**src/hdl/crls_pkg.sv**
```systemverilog
// Package for the control record scanner: record and result types, the record
// magic and erased word, and the CRC-32 column constants for the XOR network.
// Depends on nothing; the CRC network, the scan core and the top level use it.
package crls_pkg;

  localparam logic [31:0] CTRL_MAGIC  = 32'h434F_4E54;
  localparam logic [31:0] ERASED_WORD = 32'hFFFF_FFFF;
  localparam logic [31:0] CRC_POLY    = 32'hEDB8_8320;

  // Scan status codes carried in the result word.
  localparam logic        SCAN_OK         = 1'b0;
  localparam logic        SCAN_READ_ERROR = 1'b1;

  // Data bits covered by the network: magic, sequence, active and pending.
  localparam int DataBits = 128;
  // The zeroed check word that closes the CRC stream.
  localparam int TailBits = 32;

  typedef struct packed {
    logic [31:0] record_magic;
    logic [31:0] record_sequence;
    logic [31:0] record_active;
    logic [31:0] record_pending;
    logic [31:0] record_check;
    logic        read_failed;
    logic        block_end;
  } rec_t;

  typedef struct packed {
    logic        scan_status;
    logic        record_found;
    logic [31:0] latest_sequence;
    logic [31:0] latest_active;
    logic [31:0] latest_pending;
  } res_t;

  // Status passed from the scan core back to the stage control.
  typedef struct packed {
    logic emit;
    logic finished;
  } scan_stat_t;

  typedef logic [DataBits-1:0][31:0] crc_cols_t;

  // Bit-serial reflected CRC over the data bits, least significant bit of the
  // magic first, followed by the zero check word. Only evaluated at
  // elaboration to build the constants below.
  function automatic logic [31:0] crc_stream(logic [31:0] init, logic [DataBits-1:0] data);
    logic [31:0] c;
    logic        fb;
    c = init;
    for (int j = 0; j < DataBits; j++) begin
      fb = c[0] ^ data[j];
      c  = {1'b0, c[31:1]} ^ (fb ? CRC_POLY : 32'h0);
    end
    for (int j = 0; j < TailBits; j++) begin
      fb = c[0];
      c  = {1'b0, c[31:1]} ^ (fb ? CRC_POLY : 32'h0);
    end
    return c;
  endfunction

  // The CRC is affine in the data: each data bit flips a fixed column.
  function automatic crc_cols_t crc_columns();
    crc_cols_t cols;
    for (int i = 0; i < DataBits; i++) begin
      cols[i] = crc_stream(32'h0, DataBits'(1) << i);
    end
    return cols;
  endfunction

  localparam crc_cols_t   CRC_COLS = crc_columns();
  localparam logic [31:0] CRC_BASE = crc_stream(32'hFFFF_FFFF, '0) ^ 32'hFFFF_FFFF;

endpackage

```
**src/hdl/crls_rec_if.sv**
```systemverilog
// Record channel interface: valid, ready and the fields of one record word.
// Stands alone; used by the top level of the control record scanner.
interface crls_rec_if;
  logic        valid;
  logic        ready;
  logic [31:0] record_magic;
  logic [31:0] record_sequence;
  logic [31:0] record_active;
  logic [31:0] record_pending;
  logic [31:0] record_check;
  logic        read_failed;
  logic        block_end;

  modport source (
    output valid, record_magic, record_sequence, record_active, record_pending,
           record_check, read_failed, block_end,
    input  ready
  );

  modport sink (
    input  valid, record_magic, record_sequence, record_active, record_pending,
           record_check, read_failed, block_end,
    output ready
  );
endinterface

```
**src/hdl/crls_res_if.sv**
```systemverilog
// Result channel interface: valid, ready and the fields of one scan result word.
// Stands alone; used by the top level of the control record scanner.
interface crls_res_if;
  logic        valid;
  logic        ready;
  logic        scan_status;
  logic        record_found;
  logic [31:0] latest_sequence;
  logic [31:0] latest_active;
  logic [31:0] latest_pending;

  modport source (
    output valid, scan_status, record_found, latest_sequence, latest_active,
           latest_pending,
    input  ready
  );

  modport sink (
    input  valid, scan_status, record_found, latest_sequence, latest_active,
           latest_pending,
    output ready
  );
endinterface

```
**src/hdl/crls_crc32.sv**
```systemverilog
// CRC-32 of a control record as a flat XOR network over 128 data bits.
// Depends on crls_pkg for the column constants.
module crls_crc32 (
  input  logic [crls_pkg::DataBits-1:0] data,
  output logic [31:0]                   crc
);

  always_comb begin
    crc = crls_pkg::CRC_BASE;
    for (int i = 0; i < crls_pkg::DataBits; i++) begin
      crc = crc ^ (crls_pkg::CRC_COLS[i] & {32{data[i]}});
    end
  end

endmodule

```
**src/hdl/crls_scan_core.sv**
```systemverilog
// Scan core: classifies the staged record, keeps the best record so far and
// forms the result word. Depends on crls_pkg and crls_crc32.
module crls_scan_core (
  input  logic                clk,
  input  logic                rst_n,
  input  logic                fire,
  input  crls_pkg::rec_t      rec,
  output crls_pkg::res_t      res,
  output crls_pkg::scan_stat_t stat
);

  logic        have_best_r, have_best_nxt;
  logic        finished_r, finished_nxt;
  logic [31:0] best_seq_r, best_act_r, best_pend_r;
  logic [31:0] crc;
  logic        rec_ok, erased, take;
  logic        upd_have;
  logic [31:0] upd_seq, upd_act, upd_pend;
  logic        status, found;

  crls_crc32 u_crc (
    .data ({rec.record_pending, rec.record_active, rec.record_sequence, rec.record_magic}),
    .crc  (crc)
  );

  assign rec_ok = (rec.record_magic == crls_pkg::CTRL_MAGIC) && (crc == rec.record_check);
  assign erased = (rec.record_magic == crls_pkg::ERASED_WORD) &&
                  (rec.record_sequence == crls_pkg::ERASED_WORD);
  // An erased record can never pass the magic check, so take is only set on
  // the ordinary path.
  assign take   = !finished_r && !rec.read_failed && rec_ok &&
                  (!have_best_r || (rec.record_sequence > best_seq_r));

  assign upd_have = have_best_r | take;
  assign upd_seq  = take ? rec.record_sequence : best_seq_r;
  assign upd_act  = take ? rec.record_active   : best_act_r;
  assign upd_pend = take ? rec.record_pending  : best_pend_r;

  always_comb begin
    stat.emit     = 1'b0;
    stat.finished = finished_r;
    status        = crls_pkg::SCAN_OK;
    priority if (finished_r) begin
      stat.emit = 1'b0;
    end else if (rec.read_failed) begin
      stat.emit = 1'b1;
      status    = crls_pkg::SCAN_READ_ERROR;
    end else if (erased) begin
      stat.emit = 1'b1;
    end else begin
      stat.emit = rec.block_end;
    end
  end

  assign found               = (status == crls_pkg::SCAN_OK) && upd_have;
  assign res.scan_status     = status;
  assign res.record_found    = found;
  assign res.latest_sequence = found ? upd_seq  : 32'h0;
  assign res.latest_active   = found ? upd_act  : crls_pkg::ERASED_WORD;
  assign res.latest_pending  = found ? upd_pend : crls_pkg::ERASED_WORD;

  always_comb begin
    have_best_nxt = have_best_r;
    finished_nxt  = finished_r;
    if (fire) begin
      if (rec.block_end) begin
        have_best_nxt = 1'b0;
        finished_nxt  = 1'b0;
      end else begin
        have_best_nxt = upd_have;
        finished_nxt  = finished_r | rec.read_failed | erased;
      end
    end
  end

  always_ff @(posedge clk) begin
    if (!rst_n) begin
      have_best_r <= 1'b0;
      finished_r  <= 1'b0;
    end else begin
      have_best_r <= have_best_nxt;
      finished_r  <= finished_nxt;
    end
  end

  // The best words only matter while have_best_r is set.
  always_ff @(posedge clk) begin
    if (fire && take) begin
      best_seq_r  <= rec.record_sequence;
      best_act_r  <= rec.record_active;
      best_pend_r <= rec.record_pending;
    end
  end

endmodule

```
**src/hdl/control_record_latest_scan.sv**
```systemverilog
// Control record scanner, top level: input register, scan core, result register.
// An accepted word is held in the input register; its result, if it gives one, then goes to the result register.
// Throughput: one record word per cycle, limited only by a stalled result register.
// Reset (rst_n low, synchronous) empties both registers and clears the scan state.
// Depends on crls_pkg, crls_rec_if, crls_res_if, crls_scan_core and crls_crc32.
module control_record_latest_scan (
  input  logic            clk,
  input  logic            rst_n,
  crls_rec_if.sink        in_rec,
  crls_res_if.source      out_res
);

  // Stage one holds the record word while the core looks at it. The core is
  // purely combinational apart from its scan state, so the whole check of a
  // record (CRC network, magic compare, sequence compare) sits between the
  // stage one register and the result register.
  logic                 s1_valid_r, s1_valid_nxt;
  crls_pkg::rec_t       s1_rec_r;
  logic                 out_valid_r, out_valid_nxt;
  crls_pkg::res_t       out_res_r;
  crls_pkg::res_t       res;
  crls_pkg::scan_stat_t stat;
  logic                 in_fire, out_free, s1_go;

  // The result register can take a new word when it is empty or is being
  // drained in this cycle.
  assign out_free = !out_valid_r || out_res.ready;
  // A staged word that gives no result always moves on; one that gives a
  // result waits only for room in the result register.
  assign s1_go    = s1_valid_r && (!stat.emit || out_free);
  assign in_rec.ready = !s1_valid_r || s1_go;
  assign in_fire  = in_rec.valid && in_rec.ready;

  crls_scan_core u_core (
    .clk   (clk),
    .rst_n (rst_n),
    .fire  (s1_go),
    .rec   (s1_rec_r),
    .res   (res),
    .stat  (stat)
  );

  assign s1_valid_nxt = in_fire || (s1_valid_r && !s1_go);

  always_comb begin
    out_valid_nxt = out_valid_r;
    if (s1_go && stat.emit) begin
      out_valid_nxt = 1'b1;
    end else if (out_res.ready) begin
      out_valid_nxt = 1'b0;
    end
  end

  always_ff @(posedge clk) begin
    if (!rst_n) begin
      s1_valid_r  <= 1'b0;
      out_valid_r <= 1'b0;
    end else begin
      s1_valid_r  <= s1_valid_nxt;
      out_valid_r <= out_valid_nxt;
    end
  end

  // Payload registers carry no reset; their valid flags guard them.
  always_ff @(posedge clk) begin
    if (in_fire) begin
      s1_rec_r.record_magic    <= in_rec.record_magic;
      s1_rec_r.record_sequence <= in_rec.record_sequence;
      s1_rec_r.record_active   <= in_rec.record_active;
      s1_rec_r.record_pending  <= in_rec.record_pending;
      s1_rec_r.record_check    <= in_rec.record_check;
      s1_rec_r.read_failed     <= in_rec.read_failed;
      s1_rec_r.block_end       <= in_rec.block_end;
    end
    if (s1_go && stat.emit) begin
      out_res_r <= res;
    end
  end

  assign out_res.valid           = out_valid_r;
  assign out_res.scan_status     = out_res_r.scan_status;
  assign out_res.record_found    = out_res_r.record_found;
  assign out_res.latest_sequence = out_res_r.latest_sequence;
  assign out_res.latest_active   = out_res_r.latest_active;
  assign out_res.latest_pending  = out_res_r.latest_pending;

`ifndef NO_ASSERTIONS
  // The input side stalls only behind a staged result that cannot be stored.
  a_stall_cause: assert property (@(posedge clk) disable iff (!rst_n)
    !in_rec.ready |-> (s1_valid_r && stat.emit && out_valid_r && !out_res.ready))
    else $error("input stalled without a blocked result");

  // A read error result never reports a record.
  a_err_result: assert property (@(posedge clk) disable iff (!rst_n)
    (out_res.valid && out_res.scan_status) |->
      (!out_res.record_found && (out_res.latest_sequence == 32'h0)))
    else $error("read error result carries a record");

  // A word that leaves stage one with a result shows it in the next cycle.
  a_result_shown: assert property (@(posedge clk) disable iff (!rst_n)
    (s1_go && stat.emit) |=> out_res.valid)
    else $error("result lost on the way to the result register");

  // Once a scan has ended, no further result appears until the block ends.
  a_quiet_after_end: assert property (@(posedge clk) disable iff (!rst_n)
    stat.finished |-> !stat.emit)
    else $error("result given after the scan ended");
`endif

endmodule
```
**src/flat_wrapper.sv**
```systemverilog
// flat-port wrapper written by rule: the top's interface ports become plain ports
module control_record_latest_scan_flat 
  (clk, rst_n, in_rec_valid, in_rec_record_magic, in_rec_record_sequence, in_rec_record_active, in_rec_record_pending, in_rec_record_check, in_rec_read_failed, in_rec_block_end, in_rec_ready, out_res_valid, out_res_scan_status, out_res_record_found, out_res_latest_sequence, out_res_latest_active, out_res_latest_pending, out_res_ready);
  crls_rec_if in_rec_i ();
  crls_res_if out_res_i ();
  input  logic clk;
  input  logic rst_n;
  input wire logic [$bits(in_rec_i.valid)-1:0] in_rec_valid;
  input wire logic [$bits(in_rec_i.record_magic)-1:0] in_rec_record_magic;
  input wire logic [$bits(in_rec_i.record_sequence)-1:0] in_rec_record_sequence;
  input wire logic [$bits(in_rec_i.record_active)-1:0] in_rec_record_active;
  input wire logic [$bits(in_rec_i.record_pending)-1:0] in_rec_record_pending;
  input wire logic [$bits(in_rec_i.record_check)-1:0] in_rec_record_check;
  input wire logic [$bits(in_rec_i.read_failed)-1:0] in_rec_read_failed;
  input wire logic [$bits(in_rec_i.block_end)-1:0] in_rec_block_end;
  output wire logic [$bits(in_rec_i.ready)-1:0] in_rec_ready;
  output wire logic [$bits(out_res_i.valid)-1:0] out_res_valid;
  output wire logic [$bits(out_res_i.scan_status)-1:0] out_res_scan_status;
  output wire logic [$bits(out_res_i.record_found)-1:0] out_res_record_found;
  output wire logic [$bits(out_res_i.latest_sequence)-1:0] out_res_latest_sequence;
  output wire logic [$bits(out_res_i.latest_active)-1:0] out_res_latest_active;
  output wire logic [$bits(out_res_i.latest_pending)-1:0] out_res_latest_pending;
  input wire logic [$bits(out_res_i.ready)-1:0] out_res_ready;
  assign in_rec_i.valid = in_rec_valid;
  assign in_rec_i.record_magic = in_rec_record_magic;
  assign in_rec_i.record_sequence = in_rec_record_sequence;
  assign in_rec_i.record_active = in_rec_record_active;
  assign in_rec_i.record_pending = in_rec_record_pending;
  assign in_rec_i.record_check = in_rec_record_check;
  assign in_rec_i.read_failed = in_rec_read_failed;
  assign in_rec_i.block_end = in_rec_block_end;
  assign in_rec_ready = in_rec_i.ready;
  assign out_res_valid = out_res_i.valid;
  assign out_res_scan_status = out_res_i.scan_status;
  assign out_res_record_found = out_res_i.record_found;
  assign out_res_latest_sequence = out_res_i.latest_sequence;
  assign out_res_latest_active = out_res_i.latest_active;
  assign out_res_latest_pending = out_res_i.latest_pending;
  assign out_res_i.ready = out_res_ready;
  control_record_latest_scan u_core (.clk(clk), .rst_n(rst_n), .in_rec(in_rec_i), .out_res(out_res_i));
endmodule
```
**config.mk**
```make
export PLATFORM = sky130hd
export DESIGN_NAME = control_record_latest_scan_flat
export DESIGN_NICKNAME = d
export VERILOG_FILES = /design/src/hdl/crls_pkg.sv /design/src/hdl/crls_rec_if.sv /design/src/hdl/crls_res_if.sv /design/src/hdl/crls_crc32.sv /design/src/hdl/crls_scan_core.sv /design/src/hdl/control_record_latest_scan.sv /design/src/flat_wrapper.sv
export SDC_FILE = /design/constraint.sdc
export NUM_CORES = 1
export LEC_CHECK = 0
export CAP_MARGIN = 5
export CORE_MARGIN = 2
export CORE_UTILIZATION = 35
export CTS_CLUSTER_DIAMETER = 50
export CTS_CLUSTER_SIZE = 28
export DETAILED_ROUTE_END_ITERATION = 7
export DONT_BUFFER_PORTS = 1
export SYNTH_ARGS = -nofsm -noshare
export SYNTH_HDL_FRONTEND = slang
export SYNTH_SLANG_ARGS = --single-unit
```
**constraint.sdc**
```tcl
create_clock -name clk -period 8.65 [get_ports clk]
set_clock_uncertainty 0.2 [all_clocks]
set_input_delay 0.865 -clock clk [delete_from_list [all_inputs] [get_ports clk]]
set_output_delay 0.865 -clock clk [all_outputs]
set_load 0.005 [all_outputs]
```
==> results of run 1 <==
==> path summary, 6_finish.rpt <==
path / startpoint / depth (start not counted) / endpoint
worst max-delay path: u_core.s1_rec_r[129] / 12 / u_core.out_res.latest_pending[8]
worst min-delay path: in_rec_record_active[30] / 0 / u_core.s1_rec_r[96]
worst max register to register: u_core.s1_rec_r[129] / 12 / u_core.out_res.latest_pending[8]
worst min register to register: u_core.u_core.best_pend_r[19] / 2 / u_core.out_res.latest_pending[19]
==> synthesized netlist by cell type, drive strengths merged (4+ instances only) <==
library cell and count:
xnor2 589, edfxtp 356, xor2 165, xnor3 112, buf 83, nand2 71
mux2i 65, clkbuf 54, inv 40, ha 36, a22o 32, nand4 25
a21o 17, nor4 10, nor2 9, nand3 8, xor3 8, a21oi 7
o21ai 5, dfxtp 4, nor2b 4
==> per-stage QoR <==
step | area [sq um] | setup slack (ns)
6_report | 25800 | 1.93
3_5_place_dp | 24300 | 2.08
5_1_grt | 25800 | 1.88
3_3_place_gp | 24300 | 1.93
2_1_floorplan | 23400 | 2.29
4_1_cts | 25800 | 2.09
==> registers in the layout, summed over array words and instances (netlist names), 32 cells and up <==
signal,cells
u_core.s1_rec_r,162
u_core.out_res.latest_active,32
u_core.out_res.latest_pending,32
u_core.out_res.latest_sequence,32
u_core.u_core.best_act_r,32
u_core.u_core.best_pend_r,32
u_core.u_core.best_seq_r,32
==> report_power, final <==
| group | switching, mW | internal [mW] |
|---|---|---|
| sequential | 0.130 | 1.98 |
| clock | 0.875 | 0.994 |
| combinational | 2.01 | 1.75 |
| total | 3.02 | 4.72 |
==> cell type report <==
cell class | instances | area, sq um
antenna | 1 | 2.50
clock buffer | 44 | 1080
clock inverter | 36 | 432
fill | 6123 | 40100
inverter | 40 | 150
multi-input combinational | 1189 | 11800
sequential | 360 | 10800
tap | 864 | 1080
timing repair buffer | 61 | 495
==> critical path, cell delays in order, from the launching register on <==
cell and delay, ns:
edfxtp_1 0.90, xor2_1 0.85, xor3_1 0.53, xnor2_1 0.46
xnor3_1 0.30, xnor3_1 0.46, xnor2_1 0.18, or3_1 0.38
a222oi_1 0.53, and4_1 0.44, o21a_2 0.58, buf_4 0.46
nand2_1 0.10
==> layer usage <==
metal / global-route usage, % / routed length [microns] / up-vias
met2: 44.8 / 44900 / 716
met5: 0 / 7 / -
met3: 4.80 / 6460 / 186
met4: 14.4 / 5700 / 2
met1: 36.6 / 40500 / 7139
li1: - / - / 5812
==> logic make-up (layout without fill, tap and decap cells) <==
group	after synthesis	after routing	share of synthesized area, %
adder cells (fa/ha/maj)	36	36	1.92
XOR/XNOR	874	874	40.3
multiplexers	65	65	2.78
other	0	1	0
AND/OR/NAND/NOR	142	142	2.96
flip-flops	360	360	46.0
buffers and inverters	177	181	3.60
AO/OA/AOI/OAI	72	72	2.43
==> placed cells by master, fill, tap and decap left out, drive strengths merged, types with 2 or more instances in the layout <==
cell / n
edfxtp: 356
nor2: 9
inv: 58
nor4: 10
nand2b: 3
xor3: 8
a21oi: 7
or3: 3
nor2b: 4
a22o: 32
nand4: 25
a21o: 17
nor3: 3
buf: 61
nand2: 71
o21a: 2
o2111a: 2
o21ai: 5
clkinv: 17
xor2: 165
ha: 36
xnor3: 112
xnor2: 589
nand3: 8
dfxtp: 4
clkbuf: 44
mux2i: 65
==> summary.txt, run 1 <==
Die
  – Die Y: about 260 microns
  – # rows: 94
  – Die ar.: slightly below 0.07 sq mm
  – DIE WIDTH: roughly 260 microns
  – Initial Util: between 30 and 40%
  – Core footprint: 0.0660 sq mm
  – I/O pin count: between 200 and 300

Placement
  – Routability cong.: approximately 1.1
  – Dpl hpwl: between 70000 and 80000 microns
  – Count of input and output buffers: 0
  – DP Cell Count: between 2k and 3k

Yosys
  – Area contributors post-synth: edfxtp_1 46%, xnor2_1 22%, xnor3_1 11%
  – Post-synth EDFFs: roughly 360
  – Post-synth top flop: edfxtp_1
  – Avg Cell Area, Syn: 13.6 sq um
  – Top cell type's share of synthesized area: 45.7%
  – Cells after Synth: 1726
  – Distinct cells, synth: 46
  – Syn_nets: approximately 1.9k
  – Share of synthesized flip-flops with an asynchronous set or reset: 0%
  – Largest area contributor in the netlist: edfxtp_1
  – Cell Area, Synth: roughly 0.023 sq mm
  – Sequential-to-total area share from yosys stat: a little under half
  – #FFs+latches synth: 360
  – Yosys warnings: 0

GRT
  – Global-route wire length before repair: between 100000 and 150000 microns
  – Grt ovf: 0
  – Number of global-route vias before repair: ~14k
  – GRT Util Overall: between 20 and 30%
  – Pin count of the biggest net entering global routing: approximately 130
  – Initial antenna violation count: 3

Clock network
  – H-tree depth: 2
  – Total CTS buffers: 43
  – Post-CTS Resized: 0
  – Clock-pin slew on the worst setup and hold paths: about 0.08 ns
  – Clk buf depth: 3
  – Clock Sinks: between 300 and 400
  – Skew-Pair Late Insertion Delay: 0.59 ns
  – Clock root buffer: clkbuf_16
  – # hold bufs at CTS: 0
  – CTS tree: done
  – Post-CTS Setup Inserts: 0

Setup path
  – Worst path arrival time: 6.82 ns
  – Crit. End Element: flop
  – Required @ worst endpoint: ~9 ns
  – Worst R2R Setup Slack: roughly 1.9 ns
  – Crit-path max FO: 35
  – Crit path kind: flop to flop
  – CP startpoint kind: flop

Timing
  – Slew Limit Fails: 0
  – Slew headroom: approximately an eighth
  – Setup TNS: 0 ns
  – Clock period minus worst slack: 6.72 ns
  – Fmax: approximately 150 MHz
  – Worst-margin pin slew: about 1.3 ns
  – Final hold viol count: 0
  – Final Cycle Share: 77.7%
  – Finish-stage setup viols: 0
  – Unrepaired setup endpoints after global routing: no
  – Hold_ws: 0.159 ns

Pwr
  – Cell area power density: ~300 mW/mm^2
  – Leak Pwr: around 9.1 nW
  – Pwr Total: 7.73 mW
  – VDD IR-drop max: around 0.00019 V

Status
  – Outcome: complete, no violations

Detailed routing
  – Antenna Nets Post-Route: 0
  – Drt initial violations: about 1.4k
  – DRC: 0
  – WL per Instance: between 30 and 40 microns
  – DR pass1 iterations: 5
  – Total routed wirelength: around 98000 microns
  – Via/cell ratio: ~5.3
  – Routed vias: 13.9k

Final layout
  – Finished Layout Cells: 2595
  – Fin util: 39.2%
  – Nets: between 1.5k and 2k
  – Area Growth Syn to Fin: 10.4%
  – Layout cells sized above 1: 9.02%

Worst hold path
  – Hold Crit Class: input pin to flop

Run
  – Max_cap viols: 0
Note: power is estimated with default switching activity, not from simulation.
==> inputs of run 2 (changes only) <==
clock period = 6.75 ns   (was 8.65 ns; I/O delays follow)
==> run 2 against run 1 <==
  * Clock power up 36%
  * Die area unchanged
  * Cell count up 7.7%
  * Count of clock-buffer cells in the layout up 2
  * Worst setup slack worse by 1.5 ns
  * Utilization up 3.1 points
  * First-iteration DRC count up 5.7%
  * Critical path depth down 1
  * Combinational power up 30%
  * Largest power group unchanged
==> summary.txt, run 2 (synthesis gave the netlist of run 1 again) <==
Pwr
  – Internal power: 6.39 mW (+35%)
  – VDD IR-drop max: 0.000213 V (+14%)
  – Sw Ratio: 37.2% (-1.8 points)
  – Comb power frac: 48.2% (-0.4 points)
  – Net Sw Power: 3.78 mW (+25%)
  – Pwr Total: 10.2 mW (+32%)
  – Clk pwr share: 25.0% (+0.8 points)
  – Leak Pwr: 9.97 nW (+10%)
  – Cell area power density: 365 mW/mm^2 (+22%)
  – Sequential Power Share: 26.8% (-0.4 points)

Clock network
  – Clock Sinks: 360 (unchanged)
  – CTS tree: done
  – H-tree depth: 2 (unchanged)
  – Clock-pin slew on the worst setup and hold paths: 0.06 ns (-0.02 ns)
  – Post-CTS Setup Inserts: 0 (unchanged)
  – Total CTS buffers: 45 (+4.7%)
  – # hold bufs at CTS: 164 (+164)
  – Clk buf depth: 3 (unchanged)
  – Clock root buffer: clkbuf_16
  – Post-CTS Resized: 0 (unchanged)
  – Skew-Pair Late Insertion Delay: 0.59 ns (about the same)

Detailed routing
  – DRC: 0 (unchanged)
  – Antenna Nets Post-Route: 0 (unchanged)
  – WL per Instance: 35.7 microns (-5.1%)
  – Routed vias: 14.6k (+5.2%)
  – Drt initial violations: 1457 (+5.7%)
  – Via/cell ratio: 5.21 (-2.3%)
  – DR pass1 iterations: 5 (unchanged)
  – Total routed wirelength: 99800 microns (+2.2%)

Final layout
  – Finished Layout Cells: 2794 (+7.7%)
  – Most common cell after layout, fill and taps aside: xnor2_1
  – Layout cells sized above 1: 9.90% (+0.88 points)
  – Area Growth Syn to Fin: 19.1%
  – Nets: 2097 (+11%)
  – Max reg flops: 162 (unchanged)
  – Fin util: 42.2% (+3.1 points)
  – Ant. Diodes: 0 (-1)
  – Top reg by flops: u_core.s1_rec_r
  – Most frequent cells in the layout: 577 x xnor2_1, 356 x edfxtp_1, 164 x xor2_1, 164 x dlygate4sd3_1, 112 x xnor3_1

Worst hold path
  – Worst Hold Launch: rst_n
  – Hold Crit Depth: 1 (+1)
  – Hold Crit Class: input pin to flop

Setup path
  – R2r worst-path depth: 11 (-1)
  – Crit-path max FO: 54 (+54%)
  – CP Buf/Inv Count: 1 (unchanged)
  – CP max stage cell: xor2_1
  – Crit. End Element: flop
  – Required @ worst endpoint: 6.79 ns (-1.96 ns)
  – CP Depth: 11 (-1)
  – CP startpoint kind: flop
  – Worst path arrival time: 6.33 ns (-0.49 ns)
  – Worst Setup SP: u_core.s1_rec_r[39]
  – Reg2reg start: u_core.s1_rec_r[39]
  – CP max stage delay: 0.88 ns (-0.02 ns)
  – Crit path cell chain: xor2_1 -> xor3_1 -> xnor2_1 -> xnor3_1 -> xnor3_1 -> xnor2_1 -> or3_1 -> a222oi_1 -> and4_1 -> o2111a_4 -> buf_12
  – Crit path max-delay family: XOR/XNOR gates
  – Crit path kind: flop to flop

Timing
  – Hold_ws: 0.0361 ns (-0.123 ns)
  – Worst-margin pin slew: 1.36 ns (+0.0587 ns)
  – Final hold viol count: 0 (unchanged)
  – Finish-stage setup viols: 0 (unchanged)
  – Unrepaired setup endpoints after global routing: no
  – Fmax: 159 MHz (+6.9%)
  – Final Cycle Share: 93.1% (+15 points)
  – Slew headroom: 9.31% (-3.6 points)
  – Slew Limit Fails: 0 (unchanged)
  – Setup TNS: 0 ns (unchanged)
  – Clock period minus worst slack: 6.28 ns (-0.436 ns)

Status
  – Outcome: complete, no violations

Die
  – # rows: 94 (unchanged)
  – Die Y: 263 microns (unchanged)
  – Die ar.: 0.0689 sq mm (unchanged)
  – Initial Util: 35.5% (unchanged)
  – Core footprint: 0.0660 sq mm (unchanged)
  – I/O pin count: 266 (unchanged)
  – DIE WIDTH: 263 microns (unchanged)

Run
  – Max_cap viols: 0 (unchanged)

Placement
  – Routability cong.: 1.09 (+1.8%)
  – Dpl hpwl: 78100 microns (+2.5%)
  – Count of input and output buffers: 0 (unchanged)
  – DP Cell Count: 2548 (+1.4%)

GRT
  – Pin count of the biggest net entering global routing: 163 (+29%)
  – Grt ovf: 0 (unchanged)
  – Initial antenna violation count: 0 (-3)
  – Number of global-route vias before repair: 15.0k (+7.4%)
  – Global-route wire length before repair: 133000 microns (+2.8%)
  – GRT Util Overall: 28.7% (+0.65 points)
-- run 2: cell count changes in the layout (fill, tap and decap cells not counted), moves of 4 or more --
cell           delta
dlygate4sd3_1   +164
buf_4            +29
inv_6             +7
bufinv_16         +6
buf_12            +5
inv_12            -4
-- run 2: final timing paths --
| path | endpoint | slack [ns] |
|---|---|---|
| worst max-delay path | u_core.u_core.best_pend_r[2] | 0.47 |
| worst min-delay path | u_core.out_res.valid | 0.04 |
| worst max register to register | u_core.u_core.best_pend_r[2] | 0.47 |
| worst min register to register | u_core.out_res.latest_active[19] | 0.32 |
-- run 2: per-stage QoR --
step | setup WS (ns) | cell area [sq um]
5_1_grt | 0.460 | 27900
4_1_cts | 0.612 | 27900
3_5_place_dp | 0.654 | 24600
2_1_floorplan | 0.386 | 23400
6_report | 0.465 | 27900
3_3_place_gp | 0.575 | 24600
-- run 2: worst register-to-register path: cells and delay by family, from the launching register on --
family / cells / cell delay, ns
buffers and inverters: 1 / 0.27
DFF: 1 / 0.68
AOI/OAI and AO/OA: 2 / 0.79
xor gates and xnor gates: 6 / 3.03
and+or+nand+nor: 2 / 0.90
-- run 2: power groups by stage --
stage | combinational, mW | sequential, mW | clock, mW
final | 4.90 | 2.73 | 2.54
after global routing | 5.02 | 2.73 | 2.68
after CTS | 4.82 | 2.72 | 2.59
after detailed placement | 4.71 | 2.77 | 0
after global placement | 4.80 | 2.77 | 0
after floorplan | 3.34 | 2.61 | 0
-- run 2: layout make-up --
type | instances | area (sq um)
tap | 864 | 1080
multi-input combinational | 1189 | 11800
clock buffer | 46 | 1130
fill | 6054 | 38100
timing repair buffer | 259 | 2450
sequential | 360 | 10800
inverter | 40 | 150
clock inverter | 36 | 457
-- run 2: per-layer routing --
metal  wire length (microns)  share of wire, %  up-vias  track usage [%]
li1                        -                 -     6208                -
met1                   41200                41     7428             37.1
met2                   45900                46      710             46.3
met3                    6120               6.1      224             4.36
met4                    6470               6.5        0             15.4
met5                       0                 0        -                0
==> inputs of run 3 (changes only) <==
CAP_MARGIN = default   (was 5)
CORE_ASPECT_RATIO = 0.75   (was default)
==> run 3 against run 2 <==
  * Combinational power increased by 2%
  * Clock power decreased by 26%
  * Die area about the same
  * Largest power group unchanged
  * Register-to-register slack improved by 0.18 ns
  * Utilization decreased by 0.88 points
  * Count of clock-buffer cells in the layout decreased by 15
  * Global-route usage increased by 0.23 points
  * Via count decreased by 0.13%
==> summary.txt, run 3 (synthesis gave the netlist of run 1 again) <==
Setup path
  – CP max stage delay: 0.91 ns (+0.03 ns)
  – CP dominant cell by count: xnor2_1
  – CP Buf/Inv Count: 2 (+1)
  – CP startpoint kind: flop
  – Crit path cell chain: xnor2_2 -> xnor3_1 -> xnor2_1 -> xnor2_1 -> xnor2_1 -> xnor2_1 -> nor4_1 -> buf_4 -> nor3b_1 -> and4_1 -> o2111a_4 -> buf_12
  – Crit path max-delay family: XOR/XNOR gates
  – Worst path arrival time: 6.21 ns (-0.12 ns)
  – Crit-path max FO: 31 (-43%)
  – Worst R2R Setup Slack: 0.65 ns (+0.18 ns)
  – Required @ worst endpoint: 6.86 ns (+0.07 ns)
  – Crit. End Element: flop
  – Crit path kind: flop to flop
  – CP max stage cell: xnor2_2

Timing
  – Fmax: 164 MHz (+3.0%)
  – Final Cycle Share: 90.4% (-2.7 points)
  – Setup TNS: 0 ns (unchanged)
  – Slew Limit Fails: 0 (unchanged)
  – Unrepaired setup endpoints after global routing: no
  – Clock period minus worst slack: 6.10 ns (-0.184 ns)
  – Slew headroom: 10.0% (+0.74 points)
  – Fin worst setup slack: 0.649 ns (+0.184 ns)
  – Hold_ws: 0.0959 ns (+0.0599 ns)
  – Finish-stage setup viols: 0 (unchanged)
  – Final hold viol count: 0 (unchanged)
  – Worst-margin pin slew: 1.34 ns (-0.0162 ns)

Pwr
  – Cell area power density: 350 mW/mm^2 (-4.2%)
  – VDD IR-drop max: 0.000200 V (-5.9%)
  – Leak Pwr: 9.83 nW (-1.4%)

Detailed routing
  – DRC: 0 (unchanged)
  – DR pass1 iterations: 5 (unchanged)
  – Total routed wirelength: 101000 microns (+0.75%)
  – Antenna Nets Post-Route: 0 (unchanged)
  – Via/cell ratio: 5.19 (-0.56%)
  – Drt initial violations: 1716 (+18%)
  – WL per Instance: 35.8 microns (+0.32%)
  – Routed vias: 14.6k (-0.13%)

Final layout
  – Number of fill cells in the layout: 6200 (+2.4%)
  – Nets: 2102 (+0.24%)
  – Final Cell Area: 0.0275 sq mm (-1.3%)
  – Ant. Diodes: 0 (unchanged)
  – Area Growth Syn to Fin: 17.5%
  – Top reg by flops: u_core.s1_rec_r
  – Max reg flops: 162 (unchanged)
  – Most frequent cells in the layout: 576 x xnor2_1, 356 x edfxtp_1, 164 x xor2_1, 164 x dlygate4sd3_1, 112 x xnor3_1
  – Layout cells sized above 1: 9.93% (+0.031 points)
  – Finished Layout Cells: 2806 (+0.43%)
  – Most common cell after layout, fill and taps aside: xnor2_1

Placement
  – Dpl hpwl: 80200 microns (+2.7%)
  – DP Cell Count: 2586 (+1.5%)
  – Routability cong.: 1.05 (-3.9%)
  – Count of input and output buffers: 0 (unchanged)
  – Placement Setup Slack: 0.853 ns (+0.199 ns)
  – Area of placed instances: 0.0248 sq mm (+0.57%)

Clock network
  – Clock Sinks: 360 (unchanged)
  – H-tree depth: 1 (-1)
  – Post-CTS Resized: 0 (unchanged)
  – Clk buf depth: 3 (unchanged)
  – Total CTS buffers: 30 (-33%)
  – # hold bufs at CTS: 164 (unchanged)
  – Clock-pin slew on the worst setup and hold paths: 0.08 ns (+0.02 ns)
  – Post-CTS Setup Inserts: 0 (unchanged)
  – Clock root buffer: clkbuf_16
  – Skew-Pair Late Insertion Delay: 0.63 ns (+0.04 ns)
  – CTS tree: done

GRT
  – Number of global-route vias before repair: 14.7k (-2.4%)
  – Pin count of the biggest net entering global routing: 135 (-17%)
  – GRT Util Overall: 28.9% (+0.23 points)
  – Grt ovf: 0 (unchanged)
  – Initial antenna violation count: 0 (unchanged)
  – Global-route wire length before repair: 133000 microns (-0.53%)

Die
  – Die ar.: 0.0690 sq mm (about the same)
  – Initial Util: 35.2% (-0.27 points)
  – Core footprint: 0.0665 sq mm (+0.76%)
  – DIE WIDTH: 303 microns (+15%)
  – # rows: 82 (-13%)
  – Die Y: 228 microns (-13%)
  – I/O pin count: 266 (unchanged)

Worst hold path
  – Hold Crit Class: input pin to flop

Status
  – Outcome: complete, no violations

Run
  – Max_cap viols: 0 (unchanged)
run 3: cell types whose count changed in the layout (fill, tap and decap cells not counted), moves of 2 or more:
| cell | delta |
|---|---|
| buf_4 | +22 |
| inv_8 | +2 |
| bufinv_16 | -6 |
| inv_12 | +4 |
| buf_12 | -2 |
| inv_6 | -7 |
| clkbuf_16 | -14 |
| clkinv_1 | -4 |
run 3: area by class of cell:
class / count / area [sq um] / area share [%]
Timing Repair Buffer: 279 / 2580 / 9.38
Tap cell: 882 / 1100 / 4.01
Sequential cell: 360 / 10800 / 39.2
Inverter: 40 / 150 / 0.546
Clock inverter: 25 / 299 / 1.09
Multi-Input combinational cell: 1189 / 11800 / 43.0
Clock buffer: 31 / 776 / 2.82
run 3: power by group:
part | switching, mW | internal (mW)
Sequential | 0.187 | 2.53
Combinational | 2.65 | 2.36
Clock | 0.974 | 0.913
run 3: worst paths after layout:
| kind | start | end | depth (start not counted) |
|---|---|---|---|
| worst max-delay path | u_core.s1_rec_r[140] | u_core.u_core.best_pend_r[2] | 12 |
| worst min-delay path | out_res_ready | u_core.out_res.valid | 2 |
| worst max register to register | u_core.s1_rec_r[140] | u_core.u_core.best_pend_r[2] | 12 |
| worst min register to register | u_core.s1_rec_r[36] | u_core.u_core.best_pend_r[2] | 0 |
run 3: stage by stage:
stage,power (mW),util (%)
global placement,7.63,37.3
finish,9.61,41.4
detailed placement,7.54,37.3
CTS,9.53,41.4
global route,9.84,41.4
floorplan,5.95,-
run 3: worst register-to-register path, cell delays in order (launching register included):
cell and delay [ns]:
edfxtp_1 0.70, xnor2_2 0.92, xnor3_1 0.47, xnor2_1 0.72
xnor2_1 0.41, xnor2_1 0.29, xnor2_1 0.24, nor4_1 0.33
buf_4 0.17, nor3b_1 0.18, and4_1 0.36, o2111a_4 0.51
buf_12 0.28
run 3: routing by layer:
| layer | wire [microns] | GRT usage (%) |
|---|---|---|
| met1 | 45700 | 42.4 |
| met3 | 7360 | 4.53 |
| met4 | 4340 | 10.3 |
| met2 | 43100 | 43.1 |
| met5 | 0 | 0 |
